[src/design/apl_pkg.sv]
package apl_pkg;

  // Most results that one input beat can cause
  localparam int unsigned MaxResults = 3;

  // Token kinds
  localparam logic [3:0] KindLbrace   = 4'd0;
  localparam logic [3:0] KindRbrace   = 4'd1;
  localparam logic [3:0] KindLparen   = 4'd2;
  localparam logic [3:0] KindRparen   = 4'd3;
  localparam logic [3:0] KindEquals   = 4'd4;
  localparam logic [3:0] KindSemi     = 4'd5;
  localparam logic [3:0] KindComma    = 4'd6;
  localparam logic [3:0] KindWordByte = 4'd7;
  localparam logic [3:0] KindWordEnd  = 4'd8;
  localparam logic [3:0] KindEof      = 4'd9;
  localparam logic [3:0] KindError    = 4'd10;

  // Characters
  localparam logic [7:0] CharLbrace    = 8'h7B;
  localparam logic [7:0] CharRbrace    = 8'h7D;
  localparam logic [7:0] CharLparen    = 8'h28;
  localparam logic [7:0] CharRparen    = 8'h29;
  localparam logic [7:0] CharEquals    = 8'h3D;
  localparam logic [7:0] CharSemi      = 8'h3B;
  localparam logic [7:0] CharComma     = 8'h2C;
  localparam logic [7:0] CharQuote     = 8'h22;
  localparam logic [7:0] CharBackslash = 8'h5C;
  localparam logic [7:0] CharSlash     = 8'h2F;
  localparam logic [7:0] CharStar      = 8'h2A;
  localparam logic [7:0] CharSpace     = 8'h20;
  localparam logic [7:0] CharLf        = 8'h0A;
  localparam logic [7:0] CharTab       = 8'h09;
  localparam logic [7:0] CharCr        = 8'h0D;
  localparam logic [7:0] CharN         = 8'h6E;
  localparam logic [7:0] CharT         = 8'h74;
  localparam logic [7:0] CharR         = 8'h72;

  // Lexer modes
  typedef enum logic [2:0] {
    ModeNormal,
    ModeSlash,
    ModeLine,
    ModeBlock,
    ModeStar,
    ModeQuote,
    ModeEsc
  } mode_e;

  typedef struct packed {
    mode_e mode;
    logic  word_open;
  } lex_state_t;

  typedef struct packed {
    logic [7:0] text_byte;
    logic       end_of_text;
  } in_t;

  typedef struct packed {
    logic [3:0] token_kind;
    logic [7:0] word_char;
    logic       word_first;
    logic       run_last;
  } out_t;

endpackage

[src/design/apl_step.sv]
module apl_step (
  input  apl_pkg::lex_state_t              state_i,
  input  apl_pkg::in_t                     in_i,
  output apl_pkg::lex_state_t              state_o,
  output apl_pkg::out_t [2:0]              res_o,
  output logic [1:0]                       count_o
);

  apl_pkg::mode_e      mode;
  logic                wo;
  logic [1:0]          n;
  apl_pkg::out_t [2:0] res;
  logic                do_norm;
  logic [7:0]          c;
  logic [7:0]          esc_c;
  logic                is_space;
  logic                is_punct;
  logic [3:0]          punct_kind;

  function automatic apl_pkg::out_t mk_res(logic [3:0] kind, logic [7:0] ch, logic first);
    apl_pkg::out_t r;
    r.token_kind = kind;
    r.word_char  = ch;
    r.word_first = first;
    r.run_last   = 1'b0;
    return r;
  endfunction

  assign c = in_i.text_byte;

  // Character classes
  always_comb begin
    is_space   = (c == apl_pkg::CharSpace) || (c inside {[8'd9:8'd13]});
    is_punct   = 1'b1;
    punct_kind = apl_pkg::KindLbrace;
    case (c)
      apl_pkg::CharLbrace: punct_kind = apl_pkg::KindLbrace;
      apl_pkg::CharRbrace: punct_kind = apl_pkg::KindRbrace;
      apl_pkg::CharLparen: punct_kind = apl_pkg::KindLparen;
      apl_pkg::CharRparen: punct_kind = apl_pkg::KindRparen;
      apl_pkg::CharEquals: punct_kind = apl_pkg::KindEquals;
      apl_pkg::CharSemi:   punct_kind = apl_pkg::KindSemi;
      apl_pkg::CharComma:  punct_kind = apl_pkg::KindComma;
      default:             is_punct   = 1'b0;
    endcase
  end

  // Escape decode inside quotes
  always_comb begin
    case (c)
      apl_pkg::CharN: esc_c = apl_pkg::CharLf;
      apl_pkg::CharT: esc_c = apl_pkg::CharTab;
      apl_pkg::CharR: esc_c = apl_pkg::CharCr;
      default:        esc_c = c;
    endcase
  end

  // One step of the lexer: next state and up to three results
  always_comb begin
    mode    = state_i.mode;
    wo      = state_i.word_open;
    n       = 2'd0;
    res     = '0;
    do_norm = 1'b0;

    if (in_i.end_of_text) begin
      case (state_i.mode)
        apl_pkg::ModeQuote, apl_pkg::ModeEsc: begin
          res[n] = mk_res(apl_pkg::KindError, 8'd0, 1'b0);
          n = n + 2'd1;
        end
        apl_pkg::ModeSlash: begin
          res[n] = mk_res(apl_pkg::KindWordByte, apl_pkg::CharSlash, !wo);
          n = n + 2'd1;
          res[n] = mk_res(apl_pkg::KindWordEnd, 8'd0, 1'b0);
          n = n + 2'd1;
          res[n] = mk_res(apl_pkg::KindEof, 8'd0, 1'b0);
          n = n + 2'd1;
        end
        apl_pkg::ModeLine, apl_pkg::ModeBlock, apl_pkg::ModeStar: begin
          res[n] = mk_res(apl_pkg::KindEof, 8'd0, 1'b0);
          n = n + 2'd1;
        end
        default: begin
          if (wo) begin
            res[n] = mk_res(apl_pkg::KindWordEnd, 8'd0, 1'b0);
            n = n + 2'd1;
          end
          res[n] = mk_res(apl_pkg::KindEof, 8'd0, 1'b0);
          n = n + 2'd1;
        end
      endcase
      mode = apl_pkg::ModeNormal;
      wo   = 1'b0;
    end else begin
      case (state_i.mode)
        apl_pkg::ModeSlash: begin
          if (c == apl_pkg::CharSlash || c == apl_pkg::CharStar) begin
            if (wo) begin
              res[n] = mk_res(apl_pkg::KindWordEnd, 8'd0, 1'b0);
              n = n + 2'd1;
            end
            wo   = 1'b0;
            mode = (c == apl_pkg::CharSlash) ? apl_pkg::ModeLine : apl_pkg::ModeBlock;
          end else begin
            // lone slash is a word byte, then the byte is lexed as usual
            res[n] = mk_res(apl_pkg::KindWordByte, apl_pkg::CharSlash, !wo);
            n = n + 2'd1;
            wo      = 1'b1;
            do_norm = 1'b1;
          end
        end
        apl_pkg::ModeLine: begin
          if (c == apl_pkg::CharLf) mode = apl_pkg::ModeNormal;
        end
        apl_pkg::ModeBlock: begin
          if (c == apl_pkg::CharStar) mode = apl_pkg::ModeStar;
        end
        apl_pkg::ModeStar: begin
          if (c == apl_pkg::CharSlash) mode = apl_pkg::ModeNormal;
          else if (c != apl_pkg::CharStar) mode = apl_pkg::ModeBlock;
        end
        apl_pkg::ModeQuote: begin
          if (c == apl_pkg::CharQuote) begin
            res[n] = mk_res(apl_pkg::KindWordEnd, 8'd0, 1'b0);
            n = n + 2'd1;
            wo   = 1'b0;
            mode = apl_pkg::ModeNormal;
          end else if (c == apl_pkg::CharBackslash) begin
            mode = apl_pkg::ModeEsc;
          end else begin
            res[n] = mk_res(apl_pkg::KindWordByte, c, !wo);
            n = n + 2'd1;
            wo = 1'b1;
          end
        end
        apl_pkg::ModeEsc: begin
          res[n] = mk_res(apl_pkg::KindWordByte, esc_c, !wo);
          n = n + 2'd1;
          wo   = 1'b1;
          mode = apl_pkg::ModeQuote;
        end
        default: do_norm = 1'b1;
      endcase

      // between tokens or inside an unquoted word
      if (do_norm) begin
        mode = apl_pkg::ModeNormal;
        if (is_space || is_punct) begin
          if (wo) begin
            res[n] = mk_res(apl_pkg::KindWordEnd, 8'd0, 1'b0);
            n = n + 2'd1;
          end
          wo = 1'b0;
          if (is_punct) begin
            res[n] = mk_res(punct_kind, 8'd0, 1'b0);
            n = n + 2'd1;
          end
        end else if (c == apl_pkg::CharSlash) begin
          mode = apl_pkg::ModeSlash;
        end else if (c == apl_pkg::CharQuote && !wo) begin
          mode = apl_pkg::ModeQuote;
        end else begin
          res[n] = mk_res(apl_pkg::KindWordByte, c, !wo);
          n = n + 2'd1;
          wo = 1'b1;
        end
      end
    end

    // mark the last result of this beat
    if (n != 2'd0) res[n - 2'd1].run_last = 1'b1;
  end

  assign state_o.mode      = mode;
  assign state_o.word_open = wo;
  assign res_o             = res;
  assign count_o           = n;

endmodule

[src/design/ascii_plist_lexer_core.sv]
// Channel  Direction  Payload        Beat taken when
// in       input      apl_pkg::in_t  in_valid_i  && !in_stall_o
// out      output     apl_pkg::out_t out_valid_o && !out_stall_i
//
// An input beat is registered, lexed once the queue has room, and its zero
// to three results go into a result queue; one leaves per cycle unless stalled.
// Throughput is one input beat per cycle while results drain as fast as they
// are made; the single output port sets the rate at one result per cycle.
// The input stalls only while the queue lacks room for three more results.
// Reset returns the lexer to between-tokens with no open word and empties
// the queue.
module ascii_plist_lexer_core #(
  parameter int unsigned FifoDepthLog2 = 3
) (
  input  logic          clk_i,
  input  logic          rst_ni,
  input  logic          in_valid_i,
  output logic          in_stall_o,
  input  apl_pkg::in_t  in_data_i,
  output logic          out_valid_o,
  input  logic          out_stall_i,
  output apl_pkg::out_t out_data_o
);

  localparam int unsigned FifoDepth = 1 << FifoDepthLog2;
  localparam int unsigned PtrW      = FifoDepthLog2;
  localparam int unsigned CntW      = FifoDepthLog2 + 1;

  // Input register
  logic                in_valid_q;
  apl_pkg::in_t        in_q;

  // Lexer state
  apl_pkg::lex_state_t state_q;
  apl_pkg::lex_state_t state_d;

  // Result queue
  apl_pkg::out_t       fifo_q [FifoDepth];
  logic [PtrW-1:0]     wr_ptr_q;
  logic [PtrW-1:0]     rd_ptr_q;
  logic [CntW-1:0]     count_q;
  logic [CntW-1:0]     count_d;
  logic [CntW-1:0]     free_slots;

  apl_pkg::out_t [2:0] step_res;
  logic [1:0]          step_n;
  logic                pop;
  logic                room;
  logic                proc_beat;
  logic                accept;

  apl_step u_step (
    .state_i (state_q),
    .in_i    (in_q),
    .state_o (state_d),
    .res_o   (step_res),
    .count_o (step_n)
  );

  // Flow control
  assign pop        = out_valid_o && !out_stall_i;
  assign free_slots = CntW'(FifoDepth) - count_q + CntW'(pop);
  assign room       = free_slots >= CntW'(apl_pkg::MaxResults);
  assign proc_beat  = in_valid_q && room;
  assign in_stall_o = in_valid_q && !room;
  assign accept     = in_valid_i && !in_stall_o;
  assign count_d    = count_q + CntW'(proc_beat ? step_n : 2'd0) - CntW'(pop);

  // Input register and lexer state
  always_ff @(posedge clk_i or negedge rst_ni) begin
    if (!rst_ni) begin
      in_valid_q        <= 1'b0;
      state_q.mode      <= apl_pkg::ModeNormal;
      state_q.word_open <= 1'b0;
    end else begin
      if (accept) in_valid_q <= 1'b1;
      else if (proc_beat) in_valid_q <= 1'b0;
      if (proc_beat) state_q <= state_d;
    end
  end

  always_ff @(posedge clk_i) begin
    if (accept) in_q <= in_data_i;
  end

  // Queue pointers
  always_ff @(posedge clk_i or negedge rst_ni) begin
    if (!rst_ni) begin
      wr_ptr_q <= '0;
      rd_ptr_q <= '0;
      count_q  <= '0;
    end else begin
      if (proc_beat) wr_ptr_q <= wr_ptr_q + PtrW'(step_n);
      if (pop) rd_ptr_q <= rd_ptr_q + PtrW'(1);
      count_q <= count_d;
    end
  end

  // Queue storage
  always_ff @(posedge clk_i) begin
    for (int k = 0; k < 3; k++) begin
      if (proc_beat && (k < int'(step_n))) begin
        fifo_q[wr_ptr_q + PtrW'(k)] <= step_res[k];
      end
    end
  end

  assign out_valid_o = count_q != '0;
  assign out_data_o  = fifo_q[rd_ptr_q];

  // Checks
  a_count_bound: assert property (@(posedge clk_i) disable iff (!rst_ni)
    count_q <= CntW'(FifoDepth))
    else $error("result queue overfilled");

  a_count_track: assert property (@(posedge clk_i) disable iff (!rst_ni)
    1'b1 |=> count_q == $past(count_q) + CntW'($past(proc_beat) ? $past(step_n) : 2'd0)
             - CntW'($past(pop)))
    else $error("result queue count mismatch");

  a_stall_needs_item: assert property (@(posedge clk_i) disable iff (!rst_ni)
    in_stall_o |-> in_valid_q)
    else $error("input stalled with empty input register");

  a_eot_resets: assert property (@(posedge clk_i) disable iff (!rst_ni)
    (proc_beat && in_q.end_of_text) |=>
      (state_q.mode == apl_pkg::ModeNormal) && !state_q.word_open)
    else $error("lexer state not cleared after end of text");

endmodule
[config.mk]
export PLATFORM = sky130hd
export DESIGN_NAME = ascii_plist_lexer_core
export DESIGN_NICKNAME = d
export VERILOG_FILES = /design/src/design/apl_pkg.sv /design/src/design/apl_step.sv /design/src/design/ascii_plist_lexer_core.sv
export SDC_FILE = /design/constraint.sdc
export NUM_CORES = 1
export LEC_CHECK = 0
export ABC_AREA = 1
export BUFFER_PORTS_ARGS = -buffer_cell sky130_fd_sc_hd__buf_2
export CAP_MARGIN = 25
export CORE_MARGIN = 5
export CORE_UTILIZATION = 30
export DETAILED_ROUTE_END_ITERATION = 8
export PLACE_DENSITY = 0.52
export SETUP_SLACK_MARGIN = 0.2
export SLEW_MARGIN = 10
export SYNTH_ARGS = -nofsm -noshare
export SYNTH_HDL_FRONTEND = slang
export SYNTH_SLANG_ARGS = --single-unit
export TNS_END_PERCENT = 5
[constraint.sdc]
create_clock -name clk_i -period 4.9 [get_ports clk_i]
set_clock_uncertainty 0.15 [all_clocks]
set_input_delay 0 -clock clk_i [delete_from_list [all_inputs] [get_ports clk_i]]
set_output_delay 0 -clock clk_i [all_outputs]
set_load 0.1 [all_outputs]
======== Word-level counts from Yosys, hierarchy flattened ========
Memories as Yosys holds them, arrays and structs flattened.
Cells that the tools add are included.
storage, ports and cells
  register bits after elaboration ......... 24
  bits in writable memories ............... 112
  bits of input ports ..................... 13
  memories ................................ 1
memories
  memory  depth  bits a word  rd ports  clocked after Yosys merged registers in  write ports  line                          source
  fifo_q  8      14           1         0                                        3            ascii_plist_lexer_core.sv:38  apl_pkg::out_t fifo_q [FifoDepth];
cells by class
  $add $sub $neg .......................... 12
  $lt $le $gt $ge ......................... 14
  eq/ne operators ......................... 28
  muxes and demuxes ....................... 89
  bitwise logic cells ..................... 6
  reduce and logical (&&, ||, !) cells .... 31
operator list
  cell                count
  $mux 42             11
  $bwmux 42           3
  $mux 14             9
  $demux 14 s2        4
  $pmux 14 s3         2
  $eq 8x6->1 const B  9
  $pmux 28 s2         1
  $eq 8x7->1 const B  6
  $and 13x39->39      1
  $not 39->39         1
  $and 12x36->36      1
  $mux 3              12
  $not 36->36         1
  $pmux 3 s6          2
  $mux 2              15
  $mux 1              24
  $pmux 8 s3          1
  $logic_and 1x1->1   13
  $mux 13             1
  $lt 2x3->1 const B  4
  $ne 4x2->1 const B  3
  $ne 5x2->1 const B  2
  $eq 3x3->1 const B  3
  $eq 8x4->1 const B  1
  35 further kinds    50

======== Depth between registers and ports, before layout ========
  depth in word-level cells ............... 22
  gate-level depth with buffers ........... 23
  gate-level depth less buffers ........... 22

======== By module ========
Synthesis repeated with hierarchy kept, for this count alone.
unflattened totals
  cells, all modules ...................... 1,483
  area total of the unflattened synthesis .. 10,745.3 um^2
modules (own cells, without submodules)
  module                  instances  cells each  area each (um^2)
  ascii_plist_lexer_core  1          1,160       8,978.6
  apl_step                1          323         1,766.7

======== Least setup slack after synthesis ========
Ideal clock, no wire load.
  kind .................................... flip-flop to flip-flop
  start point ............................. register count_q[2]
  end point ............................... register in_q[0] in the netlist's numbering, enable pin
  setup time .............................. 0.278 ns
  arrival time ............................ 3.447 ns
  data required time ...................... 4.472 ns
  path slack .............................. 1.024 ns
  stages on the path, launching flop included .. 15
  buffers on the path ..................... 0
  clock period less this slack ............ 3.876 ns
  cells stage by stage .................... dfrtp_1 inv_1 ha_1 a31oi_1 inv_1 ha_1 inv_1 ha_1 inv_1 o21a_1 o211ai_1 nor2_1 inv_1 nand2_1 inv_1
between the ends
  word-level cells in the longest chain between the ends .. 8
  elaborated cells between the ends (all ways) .. 9
  those cells by class .................... add/sub: 2; order compare: 1; reduce/logical: 6
ends and longest elaborated chain
  what                    line                           source
  from (decl)             ascii_plist_lexer_core.sv:41   logic [CntW-1:0] count_q;
  from (signal assigned)  ascii_plist_lexer_core.sv:95   count_q <= count_d;
  $reduce_bool 4->1       ascii_plist_lexer_core.sv:108  assign out_valid_o = count_q != '0;
  $logic_and 1x1->1       ascii_plist_lexer_core.sv:61   assign pop = out_valid_o && !out_stall_i;
  via pop                 ascii_plist_lexer_core.sv:47   logic pop;
  $add 4x1->4             ascii_plist_lexer_core.sv:62   assign free_slots = CntW'(FifoDepth) - count_q + CntW'(pop);
  $ge 4x2->1              ascii_plist_lexer_core.sv:63   assign room = free_slots >= CntW'(apl_pkg::MaxResults);
  $logic_not 1->1         ascii_plist_lexer_core.sv:65   assign in_stall_o = in_valid_q && !room;
  $logic_and 1x1->1       ascii_plist_lexer_core.sv:65
  via in_stall_o          ascii_plist_lexer_core.sv:18   output logic in_stall_o,
  $logic_not 1->1         ascii_plist_lexer_core.sv:66   assign accept = in_valid_i && !in_stall_o;
  $logic_and 1x1->1       ascii_plist_lexer_core.sv:66
  via accept              ascii_plist_lexer_core.sv:50   logic accept;
  to (signal assigned)    ascii_plist_lexer_core.sv:83   if (accept) in_q <= in_data_i;
  to (decl)               ascii_plist_lexer_core.sv:31   apl_pkg::in_t in_q;
The timed path passes the listed nets, and every way through them passes these cells.
A chain may end at the register's enable or synchronous reset.

==> results_dict.tcl <==
set metrics [dict create \
    wire_per_inst_um 19.70 \
    num_io_pins 29 \
    drc 0 \
    synth_compound_area_share_pct 10.89 \
    synth_xor_area_share_pct 0.5571 \
    power.share.combinational_pct 60.0 \
    cts_buffers 17 \
    fin_crit_ns 4.310 \
    post-route-period-util_pct 87.95 \
    crit_required_ns 4.93 \
    worstSetupStartpoint "in_q[1]" \
    start_util_pct 30.13 \
    clk_pin_slew_ns 0.06 \
    whs_path_depth 2 \
    cp.arrival_ns 4.34 \
    crit_fanout 16 \
    rr_startpoint "in_q[1]" \
    slew_violations 0 \
    synthMuxAreaShare_pct 0 \
    yosys.area_share.adder_pct 2.414 \
    syn2layout_area_growth_pct 14.71 \
    antenna_found_initial 1 \
    worst_slack_ns 0.5902 \
    relSlewSlack_pct 22.91 \
    chipHeight_um 187.3 \
    top_layer "met5" \
    place_area_sq_mm 0.01007 \
    clkLatencyLatePin_ns 0.43 \
    powerDensity_mw_per_mm2 792.1 \
    critPathLaunchType "register" \
    ys_seq_area_share_pct 42.50 \
    p_int_uw 3996 \
    vias_per_cell 5.206 \
    min-delay-start "in_data_i[0]" \
    outcome "finished clean" \
    clock-root-buffer "clkbuf_16" \
    path_class "reg -> reg" \
    synthDistinctLibCells 46 \
    finish.utilization_pct 34.56 \
    yosysTopAreaCell "edfxtp_1" \
    fill_cells 3296 \
    drt_wl_total_um 34180 \
    ys.flop_type "edfxtp_1" \
    dieWidth_um 187.3 \
    fin_area_sq_mm 0.01082 \
    hold_class "in -> reg" \
    hold_viol 0 \
    overflow 0 \
    synth_top_area_share_pct 38.52 \
    grt_max_degree 59 \
    grt_pass1_vias 8634 \
    synth_enable_flop_cells 121 \
    end_kind "register" \
    grtUsageTotal_pct 19.31 \
    drive_above_1_share_pct 12.90 \
    synth_fp_nets 1308 \
    pwr-share-clk_pct 16.1 \
    num_rows 65 \
    cts_tree "built" \
    rsz0062_at_grt "no" \
    min_to "in_q[0]" \
    fmax_ghz 0.2320 \
    final_nets 1350 \
    cts-htree-levels 4 \
    p_seq_share_pct 23.9 \
    r2r_slack_ns 0.59 \
    port_buffers 28 \
    core_area_sq_mm 0.03131 \
    dr_wl_met2_um 15690 \
    p_sw_share_pct 53.37 \
    yosys_warnings 0 \
    drv_cap 0 \
    tightest_slew_ns 1.148 \
    power_switching_uw 4574 \
    r2r-end "fifo_q[7][6]" \
    avgSynthCellArea_sq_um 7.381 \
    place_congestion 0.8910 \
    ys_seq_elements 136 \
    met1_length_um 15470 \
    vias 9033 \
    antenna_cells 0 \
    leakagePower_uw 0.004805 \
    synth_area_sq_mm 0.009433 \
    synth_area_leaders "edfxtp_1 (39%), nand2_1 (13%), nor2_1 (9.1%), nand3_1 (7.0%), o21ai_0 (6.5%)" \
    async_flop_share_pct 11.03 \
    vdd_ir_drop_max_mv 0.3378 \
    dp_hpwl_um 24260 \
    grt_first_pass_wirelength_um 52510 \
    reg2reg_depth 21 \
    setup_tns_ns 0 \
    yosys.area_share.simple_pct 35.91 \
    postSynthCellCount 1278 \
    synth_top_family_by_area "simple AND/OR/NAND/NOR gates" \
    cts_buffer_depth 2 \
    first_pass_iters 5 \
    dieArea_sq_mm 0.03509 \
    ant_nets 0 \
    route.met3.wl_um 2107 \
    clkSinkCount 136 \
    setup_violations 0 \
    drt_iter0_markers 1108 \
    place_ws_ns 0.6305 \
]
[worst max-delay path: stages (launching register included)]
cell and delay [ns]:
edfxtp_1 0.44, inv_2 0.15, nand2_1 0.12, nor2_1 0.24
nand2_1 0.14, nand3_1 0.18, nand3_1 0.22, nor2_2 0.27
nand2_2 0.15, ha_1 0.22, nand2_1 0.06, inv_1 0.04
nor2_1 0.19, nor2_4 0.07, nand2_2 0.09, nand2_2 0.14
nand3_1 0.59, inv_2 0.30, nand2_1 0.12, nand2_1 0.06
nand2_1 0.07, inv_1 0.05
[repair_timing]
item	in CTS	in global routing
endpoints found under the hold margin	28	0
hold buffers	13	0
resized for setup	0	0
setup buffers	0	0
[layout make-up]
type | instances | area, sq um | area share (%)
Inverter | 111 | 419.2 | 3.874
Clock inverter | 15 | 190.2 | 1.758
Clock buffer | 17 | 425.4 | 3.932
Tap cell | 402 | 503.0 | 4.648
Sequential cell | 136 | 4010 | 37.06
Timing Repair Buffer | 79 | 573.1 | 5.296
Multi-Input combinational cell | 975 | 4700 | 43.43
[power groups by stage]
| stage | Combinational, uW | Sequential, uW | Clock, uW |
|---|---|---|---|
| floorplan | 3710 | 2020 | 0 |
| global placement | 5090 | 2070 | 0 |
| detailed placement | 5110 | 2070 | 0 |
| CTS | 5140 | 2050 | 1390 |
| global route | 5660 | 2080 | 1450 |
| finish | 5150 | 2050 | 1380 |
[flip-flops by register name, summed over array words and instances (netlist names)]
name / flops
count_q: 4
fifo_q: 112
in_q: 9
in_valid_q: 1
rd_ptr_q: 3
state_q: 4
wr_ptr_q: 3
[cell families (layout without fill, tap and decap cells)]
logic type | after synthesis | in the layout
and+or+nand+nor | 768 | 768
DFF | 136 | 136
buffers and inverters | 167 | 222
adders and majority gates | 17 | 17
xor gates and xnor gates | 6 | 6
AOI/OAI and AO/OA | 184 | 184
[routing by layer]
| metal | global-route usage (%) | up-vias |
|---|---|---|
| li1 | - | 4332 |
| met1 | 26.70 | 4298 |
| met3 | 2.781 | 51 |
| met2 | 31.67 | 350 |
| met4 | 5.375 | 2 |
| met5 | 0 | - |
[stage by stage]
| stage | hold WS (ns) | instances | power (uW) |
|---|---|---|---|
| floorplan | -0.4456 | 1278 | 5731 |
| finish | 0.1345 | 1735 | 8570 |
| detailed placement | -0.1989 | 1690 | 7185 |
| global route | 0.1522 | 1735 | 9197 |
| CTS | 0.1154 | 1735 | 8586 |
| global placement | -0.1964 | 1688 | 7156 |
[cells in the final DEF, fill, tap and decap left out, drive strengths merged, types with 2 or more instances in the layout]
cell / instances
dlygate4sd3: 13
o21ai: 127
dfrtp: 15
nand3: 142
xor2: 5
o2111ai: 2
ha: 15
buf: 66
o211ai: 2
inv: 116
clkbuf: 17
edfxtp: 121
o22ai: 14
nor3: 21
fa: 2
nor4: 2
bufinv: 3
nand2: 356
or2: 2
clkinv: 6
a21oi: 16
nor2: 238
a31oi: 16
nand4: 7
[worst max-delay path by stage]
stage	to	cells after the start	slack, ns
4_1_cts	fifo_q[4][1]	19	0.60
6_report	fifo_q[7][6]	21	0.59
5_1_grt	fifo_q[7][1]	18	0.24
3_3_place_gp	fifo_q[4][0]	19	0.65
2_1_floorplan	in_q[0]	14	1.02
3_5_place_dp	fifo_q[4][1]	19	0.63
[synth_stat cells (all sizes together), types with 7 or more instances]
library cell / number
nand4: 7
edfxtp: 121
dfrtp: 15
a31oi: 16
nor2: 238
nor3: 21
ha: 15
inv: 109
nand2: 356
nand3: 142
clkbuf: 23
o21ai: 127
a21oi: 16
buf: 33
o22ai: 14
Note: power is estimated with default switching activity, not from simulation.
